## src/sv/pps_pkg.sv

```systemverilog
// Shared types and constants of the preemptive priority scheduler.
// Used by the cell, the top level, the checker and the bench; depends on nothing.
package pps_pkg;

  localparam int unsigned QUEUE_DEPTH = 16;
  localparam int unsigned OCC_W = $clog2(QUEUE_DEPTH + 1);

  localparam logic REQ_ARRIVAL = 1'b0;
  localparam logic REQ_TICK    = 1'b1;

  localparam logic [2:0] EV_ACCEPT = 3'd0;
  localparam logic [2:0] EV_FULL   = 3'd1;
  localparam logic [2:0] EV_IDLE   = 3'd2;
  localparam logic [2:0] EV_WORKED = 3'd3;
  localparam logic [2:0] EV_DONE   = 3'd4;

  typedef struct packed {
    logic [15:0] id;
    logic [15:0] work;
    logic [7:0]  prio;
    logic [31:0] arrival;
  } entry_t;

  typedef struct packed {
    logic insert;
    logic pop;
    logic dec;
  } cell_ctl_t;

endpackage

```

## src/sv/pps_cell.sv

```systemverilog
// One slot of the sorted job chain: holds a job and trades it with its neighbors.
// Depends on pps_pkg for the entry and control types.
module pps_cell (
  input  logic               clk,
  input  pps_pkg::cell_ctl_t ctl,
  input  logic               occupied,
  input  logic               left_keep,
  input  pps_pkg::entry_t    new_entry,
  input  pps_pkg::entry_t    left_entry,
  input  pps_pkg::entry_t    right_entry,
  output logic               keep,
  output pps_pkg::entry_t    entry
);

  // An occupied slot of equal or higher priority stays ahead of the arrival.
  assign keep = occupied && (entry.prio >= new_entry.prio);

  always_ff @(posedge clk) begin
    if (ctl.insert) begin
      if (!keep) begin
        // The first slot that gives way takes the arrival; the rest shift right.
        if (left_keep) begin
          entry <= new_entry;
        end else begin
          entry <= left_entry;
        end
      end
    end else if (ctl.pop) begin
      entry <= right_entry;
    end else if (ctl.dec) begin
      entry.work <= entry.work - 16'd1;
    end
  end

endmodule

```

## src/sv/preemptive_priority_scheduler.sv

```systemverilog
// Preemptive priority scheduler: a chain of pps_cell slots kept in priority order.
// Depends on pps_pkg and pps_cell.
//
// Each transfer, arrival or tick, is worked in the cycle it is taken, and its result
// stands in the output register from the next cycle, so one item per cycle is
// sustained. All slots of the chain update together: an arrival slides into its
// place while the lower entries shift one slot down, and a finished head job leaves
// while the rest shift up. The input stalls only while a result waits on a stalled
// output. An arrival into a full table is reported as rejected and changes nothing.
module preemptive_priority_scheduler (
  input  logic        clk,
  input  logic        rst,
  input  logic        in_valid,
  output logic        in_stall,
  input  logic        req_type,
  input  logic [15:0] job_id,
  input  logic [15:0] work_needed,
  input  logic [7:0]  job_priority,
  output logic        out_valid,
  input  logic        out_stall,
  output logic [2:0]  event_code,
  output logic [15:0] served_id,
  output logic [15:0] work_left,
  output logic [31:0] turnaround,
  output logic [31:0] current_tick
);

  localparam int unsigned Depth = pps_pkg::QUEUE_DEPTH;
  localparam int unsigned OccW  = pps_pkg::OCC_W;

  logic [OccW-1:0]    occupancy;
  logic [31:0]        tick_count;
  logic               take;
  logic               full;
  logic               head_done;
  logic [15:0]        head_left;
  pps_pkg::entry_t    new_entry;
  pps_pkg::entry_t    entries [Depth];
  logic               keeps [Depth];
  pps_pkg::cell_ctl_t ctl;

  assign in_stall = out_valid && out_stall;
  assign take     = in_valid && !in_stall;
  assign full     = occupancy == OccW'(Depth);

  assign head_left = entries[0].work - 16'd1;
  assign head_done = head_left == 16'd0;

  always_comb begin
    new_entry.id      = job_id;
    new_entry.work    = (work_needed == 16'd0) ? 16'd1 : work_needed;
    new_entry.prio    = job_priority;
    new_entry.arrival = tick_count;
  end

  always_comb begin
    ctl.insert = take && (req_type == pps_pkg::REQ_ARRIVAL) && !full;
    ctl.pop    = take && (req_type == pps_pkg::REQ_TICK) && (occupancy != '0) && head_done;
    ctl.dec    = take && (req_type == pps_pkg::REQ_TICK) && (occupancy != '0) && !head_done;
  end

  for (genvar i = 0; i < Depth; i++) begin : g_cell
    pps_pkg::cell_ctl_t cctl;
    pps_pkg::entry_t    left_e;
    pps_pkg::entry_t    right_e;
    logic               lkeep;

    always_comb begin
      cctl.insert = ctl.insert;
      cctl.pop    = ctl.pop;
      cctl.dec    = (i == 0) ? ctl.dec : 1'b0;
    end

    if (i == 0) begin : g_first
      assign left_e = '0;
      assign lkeep  = 1'b1;
    end else begin : g_mid
      assign left_e = entries[i-1];
      assign lkeep  = keeps[i-1];
    end

    if (i == Depth - 1) begin : g_last
      assign right_e = '0;
    end else begin : g_inner
      assign right_e = entries[i+1];
    end

    pps_cell u_cell (
      .clk        (clk),
      .ctl        (cctl),
      .occupied   (OccW'(i) < occupancy),
      .left_keep  (lkeep),
      .new_entry  (new_entry),
      .left_entry (left_e),
      .right_entry(right_e),
      .keep       (keeps[i]),
      .entry      (entries[i])
    );
  end

  always_ff @(posedge clk) begin
    if (rst) begin
      occupancy  <= '0;
      tick_count <= '0;
      out_valid  <= 1'b0;
    end else begin
      if (ctl.insert) begin
        occupancy <= occupancy + OccW'(1);
      end else if (ctl.pop) begin
        occupancy <= occupancy - OccW'(1);
      end
      if (take && (req_type == pps_pkg::REQ_TICK)) begin
        tick_count <= tick_count + 32'd1;
      end
      if (take) begin
        out_valid <= 1'b1;
      end else if (!out_stall) begin
        out_valid <= 1'b0;
      end
    end
  end

  // Result payload; loaded only on an input transfer so a stalled result holds.
  always_ff @(posedge clk) begin
    if (take) begin
      current_tick <= tick_count;
      turnaround   <= 32'd0;
      if (req_type == pps_pkg::REQ_ARRIVAL) begin
        served_id <= job_id;
        if (full) begin
          event_code <= pps_pkg::EV_FULL;
          work_left  <= 16'd0;
        end else begin
          event_code <= pps_pkg::EV_ACCEPT;
          work_left  <= new_entry.work;
        end
      end else if (occupancy == '0) begin
        event_code <= pps_pkg::EV_IDLE;
        served_id  <= 16'd0;
        work_left  <= 16'd0;
      end else begin
        served_id <= entries[0].id;
        work_left <= head_left;
        if (head_done) begin
          event_code <= pps_pkg::EV_DONE;
          turnaround <= tick_count - entries[0].arrival + 32'd1;
        end else begin
          event_code <= pps_pkg::EV_WORKED;
        end
      end
    end
  end

endmodule

```

## config.mk

```make
export PLATFORM = sky130hd
export DESIGN_NAME = preemptive_priority_scheduler
export DESIGN_NICKNAME = d
export VERILOG_FILES = /design/src/sv/pps_pkg.sv /design/src/sv/pps_cell.sv /design/src/sv/preemptive_priority_scheduler.sv
export SDC_FILE = /design/constraint.sdc
export NUM_CORES = 2
export LEC_CHECK = 0
export BUFFER_PORTS_ARGS = -buffer_cell sky130_fd_sc_hd__buf_2
export CAP_MARGIN = 20
export CORE_MARGIN = 2
export CORE_UTILIZATION = 30
export CTS_CLUSTER_DIAMETER = 100
export DETAILED_ROUTE_END_ITERATION = 16
export HOLD_SLACK_MARGIN = 0.15
export PLACE_DENSITY = 0.55
export RECOVER_POWER = 100
export SKIP_CTS_REPAIR_TIMING = 1
export SLEW_MARGIN = 20
export SYNTH_ARGS = -nofsm -noshare
export SYNTH_HDL_FRONTEND = slang
export SYNTH_SLANG_ARGS = --single-unit
```

## constraint.sdc

```tcl
create_clock -name clk -period 10.4 [get_ports clk]
set_input_delay 0.52 -clock clk [delete_from_list [all_inputs] [get_ports clk]]
set_output_delay 0.52 -clock clk [all_outputs]
set_load 0.005 [all_outputs]
```

### Yosys cells after proc, flatten, opt, wreduce, memory -nomap -nowiden

Cells that the tools add are included.

* register bits after elaboration: 1289
* latch bits: 0
* RAM bits: 0
* memory bits (read-only): 0
* input port bits: 45
* output and inout port bits: 101
* logic and storage cells: 290
* memories: 0

* $add $sub $neg: 6
* multiply operators: 0
* div/mod/pow operators: 0
* magnitude comparators: 32
* equal/unequal tests: 18
* shift-type cells: 0
* muxes and demuxes: 109
* bitwise operators: 2
* reduce and logical (&&, ||, !) cells: 51

Operators by type and width (count)
* $mux 72: 47
* $mux 40: 16
* $mux 16: 38
* $ge 8x8->1: 16
* $add 32x1->32 const B: 2
* $lt 4x5->1 const A: 8
* $reduce_and 2->1: 17
* $logic_not 16->1: 2
* $ne 2x2->1 const B: 16
* $sub 32x32->32: 1
* $logic_and 1x1->1: 24
* $lt 3x5->1 const A: 4
* $sub 16x1->16 const B: 1
* $lt 1x5->1 const A: 2
* $lt 2x5->1 const A: 2
* $mux 5: 2
* $mux 3: 3
* $add 5x1->5 const B: 1
* $eq 5x5->1 const B: 1
* $logic_not 5->1: 1
* $reduce_bool 5->1: 1
* $sub 5x1->5 const B: 1
* $logic_not 1->1: 3
* $mux 1: 3
* 5 further kinds: 6

### Logic depth before layout (Yosys ltp)

* depth in word-level cells: 9
* gate-level depth with buffers: 14
* gate-level depth less buffers: 14

### Hierarchy

A second synthesis with hierarchy kept.

* cell total of the unflattened synthesis: 7159
* area total of the unflattened synthesis: 76337.0 µm²

Modules (own cells, without submodules)
* pps_cell (g_cell[0].u_cell ...): times used 15, cells each 396, area an instance 4267.8 µm², seq. area each 2162.1 µm²
* preemptive_priority_scheduler: times used 1, cells each 819, area an instance 8052.7 µm², seq. area each 3733.6 µm²
* pps_cell (g_cell[11].u_cell): times used 1, cells each 400, area an instance 4266.6 µm², seq. area each 2162.1 µm²

### Worst setup path before layout

Ideal clock, no wire load.

* path kind: input -> register
* start: in out_stall
* end: reg g_cell[7].u_cell.entry[0] in the netlist's numbering (enable)
* setup time: 0.602 ns
* arrival: 8.106 ns
* data required time: 9.798 ns
* setup slack: 1.692 ns
* stages on the path: 6
* path buffers: 1
* cells stage by stage: and2_1 -> nand2b_1 -> clkinv_1 -> nand2_1 -> clkbuf_1 -> o21ai_0

* longest elaborated chain between the ends: 8
* elaborated cells on any way between the ends: 11
* those cells by class: eq/ne (1); reduce/logical (10)

RTL lines
* start: declaration: line preemptive_priority_scheduler.sv:20 `input logic out_stall,`
* $logic_and 1x1->1 (*): line preemptive_priority_scheduler.sv:42 `assign in_stall = out_valid && out_stall;`
* $logic_not 1->1 (*): line preemptive_priority_scheduler.sv:43 `assign take = in_valid && !in_stall;`
* $logic_and 1x1->1 (*): line preemptive_priority_scheduler.sv:43
* named net take: line preemptive_priority_scheduler.sv:33 `logic take;`
* $logic_and 1x1->1 (3 in a row): line preemptive_priority_scheduler.sv:58 `ctl.pop = take && (req_type == pps_pkg::REQ_TICK) && (occupancy != '0) && head_done;`
* $reduce_bool 2->1 (no line)
* $reduce_and 2->1 (no line) (*)
* end signal: assignment: line pps_cell.sv:23 `entry <= new_entry;`
* end signal: assignment: line pps_cell.sv:25 `entry <= left_entry;`
* end signal: assignment: line pps_cell.sv:29 `entry <= right_entry;`
* end: declaration: line pps_cell.sv:12 `output pps_pkg::entry_t entry`

The timed path passes the listed nets; every way through them passes the cells marked *.
A chain may end at the register's enable or synchronous reset.

### Worst setup path after layout

* start: reg occupancy[1]
* end: reg g_cell[6].u_cell.entry[60] in the netlist's numbering (enable)

* longest elaborated chain between the ends: 5
* elaborated cells on any way between the ends: 11
* those cells by class: order compare (1); eq/ne (2); reduce/logical (8)

RTL lines
* start: declaration: line preemptive_priority_scheduler.sv:31 `logic [OccW-1:0] occupancy;`
* start signal: assignment: line preemptive_priority_scheduler.sv:108 `occupancy <= occupancy + OccW'(1);`
* start signal: assignment: line preemptive_priority_scheduler.sv:110 `occupancy <= occupancy - OccW'(1);`
* branches (longest 4 deep; another with $lt 3x5->1)
* $reduce_and 2->1 (no line) (*)
* end signal: assignment: line pps_cell.sv:23
* end signal: assignment: line pps_cell.sv:25
* end signal: assignment: line pps_cell.sv:29
* end: declaration: line pps_cell.sv:12

Mark *: on every way between the ends.

==> out/summary.txt <==
Yosys cell types -> 65
Tot GR Track Use -> 18.0%
clock skew -> 32.7 ps
Max-slew headroom -> -178%
CTS tree -> yes
Worst Path Arrival -> 8200 ps
DRC viols -> 0
non-filler instance count after layout -> 9,231
Cell Rows -> 172
Hold Path Class -> primary input to register
top post-synthesis cells by area -> edfxtp_1 (57%), nand2_1 (7.4%), mux2i_1 (6.7%)
Root Buffer -> clkbuf_16
sequential area share after synthesis -> 57.8%
clock sink count -> 1,289
synthesized cell area -> 66,300 um^2
first-pass GRT wire length -> 311,000 um
die height -> 474 um
I/O Pins -> 146
vias post-DR -> 50,000
FILL cells -> 22,200
Max Freq -> 0.128 GHz
most frequent cell after synthesis -> nand2_1
initial core utilization -> 30.2%
largest area contributor in the netlist -> edfxtp_1
Final GP Congestion -> 0.850
core area -> 220,000 um^2
Net Count, Synth -> 6,531
post-synthesis cell count -> 6,290
WL/cell -> 22.4 um
critical path's slowest cell -> nand2_1
Least-Margin Pin Slew -> 4170 ps
TritonCTS Buffers -> 144
worst path bufs/invs -> 3
failing checks -> max-capacitance violations, max-slew violations
vias in the first global route -> 48,100
die footprint -> 225,000 um^2
drt initial violations -> 5,784
crit-path cells -> inv_1 > ha_1 > nor3b_1 > a21oi_1 > and2_4 > buf_4 > nand2_1 > nand2_1 > buf_4
design area -> 74,100 um^2
Max-cap violations -> 24
fraction of layout cells with a size suffix above 1 -> 6.19%
flip-flop and latch count after synthesis -> 1,289
Ys Warns -> 0
Die Width -> 474 um
dpl cells -> 8,969
Final Slew Violations -> 983
prevailing post-synth register cell -> edfxtp_1
WS Path Type -> register to register
CTS clock-pin slew for the worst setup and hold paths -> 60 ps
Yosys top cell area share -> 56.6%
drt pass-1 iters -> 6
CP required -> 10,810 ps
most frequent cells after synthesis -> nand2_1 (1,305), edfxtp_1 (1,251), o21ai_0 (731)
Hold Vio Cnt, Final -> 0
final core utilization -> 33.7%
H-tree levels -> 4
status -> complete, but fails checks
CP Launch Type -> register
initial antenna violation count -> 13
Leak -> 28.9 nW
Max clock buf depth -> 3
Vias/cell -> 5.42
RSZ-0062 raised after global routing -> false
Congestion Overflow GR -> 0
Routed WL -> 207,000 um
min Tclk post-route -> 7780 ps
Crit path largest cell delay -> 1830 ps
CP delay by family, top -> simple AND/OR/NAND/NOR gates
dpl cell area -> 69,900 um^2
dpl hpwl -> 119,000 um
Tcrit/Tclk final -> 74.8%
largest net degree at the start of global routing -> 290
clk_lat worst skew -> 810 ps
Avg Cell Area, Syn -> 10.5 um^2
Layout area overhead -> 11.8%
FFs w/ async S/R, synth -> 0%
final setup fails -> 0
final net count -> 6,401
Worst Setup End Kind -> register
Port-buffer cells -> 145
Min Hold Slack -> 174 ps
pwr/cell area -> 166 nW/um^2
Post-DRT Antenna Nets -> 0
Max rail drop VDD -> 144 uV
setup TNS -> 0 ps
crit path max fanout -> 62
EDFF count, synth -> 1,251
-- worst register-to-register path: cells and delay by family, from the launching register on --
family	cells	cell delay (ps)
compound gates	1	1570
flops	1	520
fa+ha+maj	1	240
simple gates	4	3040
buf+inv	3	1960
-- sequential cells by signal, indices dropped and copies added, names as in the netlist --
name	count
event_code	3
turnaround	32
g_cell.u_cell.entry	1152
current_tick	32
served_id	16
occupancy	5
tick_count	32
work_left	16
out_valid	1
-- cell families after synthesis --
family,after synthesis,share of synthesized area (%)
AND/OR/NAND/NOR,2206,14.1
AO/OA/AOI/OAI,1489,13.5
flip-flops,1289,57.8
buffers and inverters,605,3.47
multiplexers,444,6.70
adder cells (fa/ha/maj),196,3.71
XOR/XNOR,61,0.805
-- cells in the final DEF, fill, tap and decap left out, types with 145 or more instances in the layout --
cell       instances
ha_1             195
mux2i_1          444
o21ai_0          729
clkbuf_16        145
nand2_1         1305
a21oi_1          187
nand3_1          523
edfxtp_1        1251
o211ai_1         437
nor2_1           237
-- per-layer routing --
metal	GRT usage, %	share of wire (%)	wire [um]	vias up
met4	4.44	2.0	4240	6
li1	-	-	-	22900
met2	27.5	44	91900	2018
met5	0	0.017	35	-
met3	3.21	7.8	16200	297
met1	26.1	46	94800	24800
-- through the flow --
step | setup slack [ps] | power [W]
CTS | 4930 | 0.0124
global route | 2370 | 0.0128
floorplan | 1690 | 0.00694
detailed placement | 4820 | 0.00734
finish | 2620 | 0.0123
global placement | 4790 | 0.00731
-- power breakdown --
group | internal (W) | switching, W
Sequential | 0.00605 | 0.000148
Clock | 0.00281 | 0.00226
Combinational | 0.000317 | 0.000728
Total | 0.00917 | 0.00314
-- final timing paths --
kind / depth (start not counted) / slack, ps / endpoint / from
worst max-delay path: 9 / 2620 / g_cell[6].u_cell.entry[60] / occupancy[1]
worst min-delay path: 3 / 170 / g_cell[14].u_cell.entry[34] / job_priority[2]
worst max register to register: 9 / 2620 / g_cell[6].u_cell.entry[60] / occupancy[1]
worst min register to register: 2 / 510 / g_cell[14].u_cell.entry[56] / g_cell[15].u_cell.entry[56]
-- layout make-up --
type                    instances  area (um^2)  area share [%]
well taps                    2958         3700            4.99
clock buffers                 183         3830            5.17
repair buffers                235         1340            1.81
clock inverters                75          728           0.982
flip-flops and latches       1289        38300            51.7
multi-input cells            4396        25900            34.9
diodes                          1         2.50         0.00338
inverters                      94          358           0.483
(Power assumes the default switching activity.)
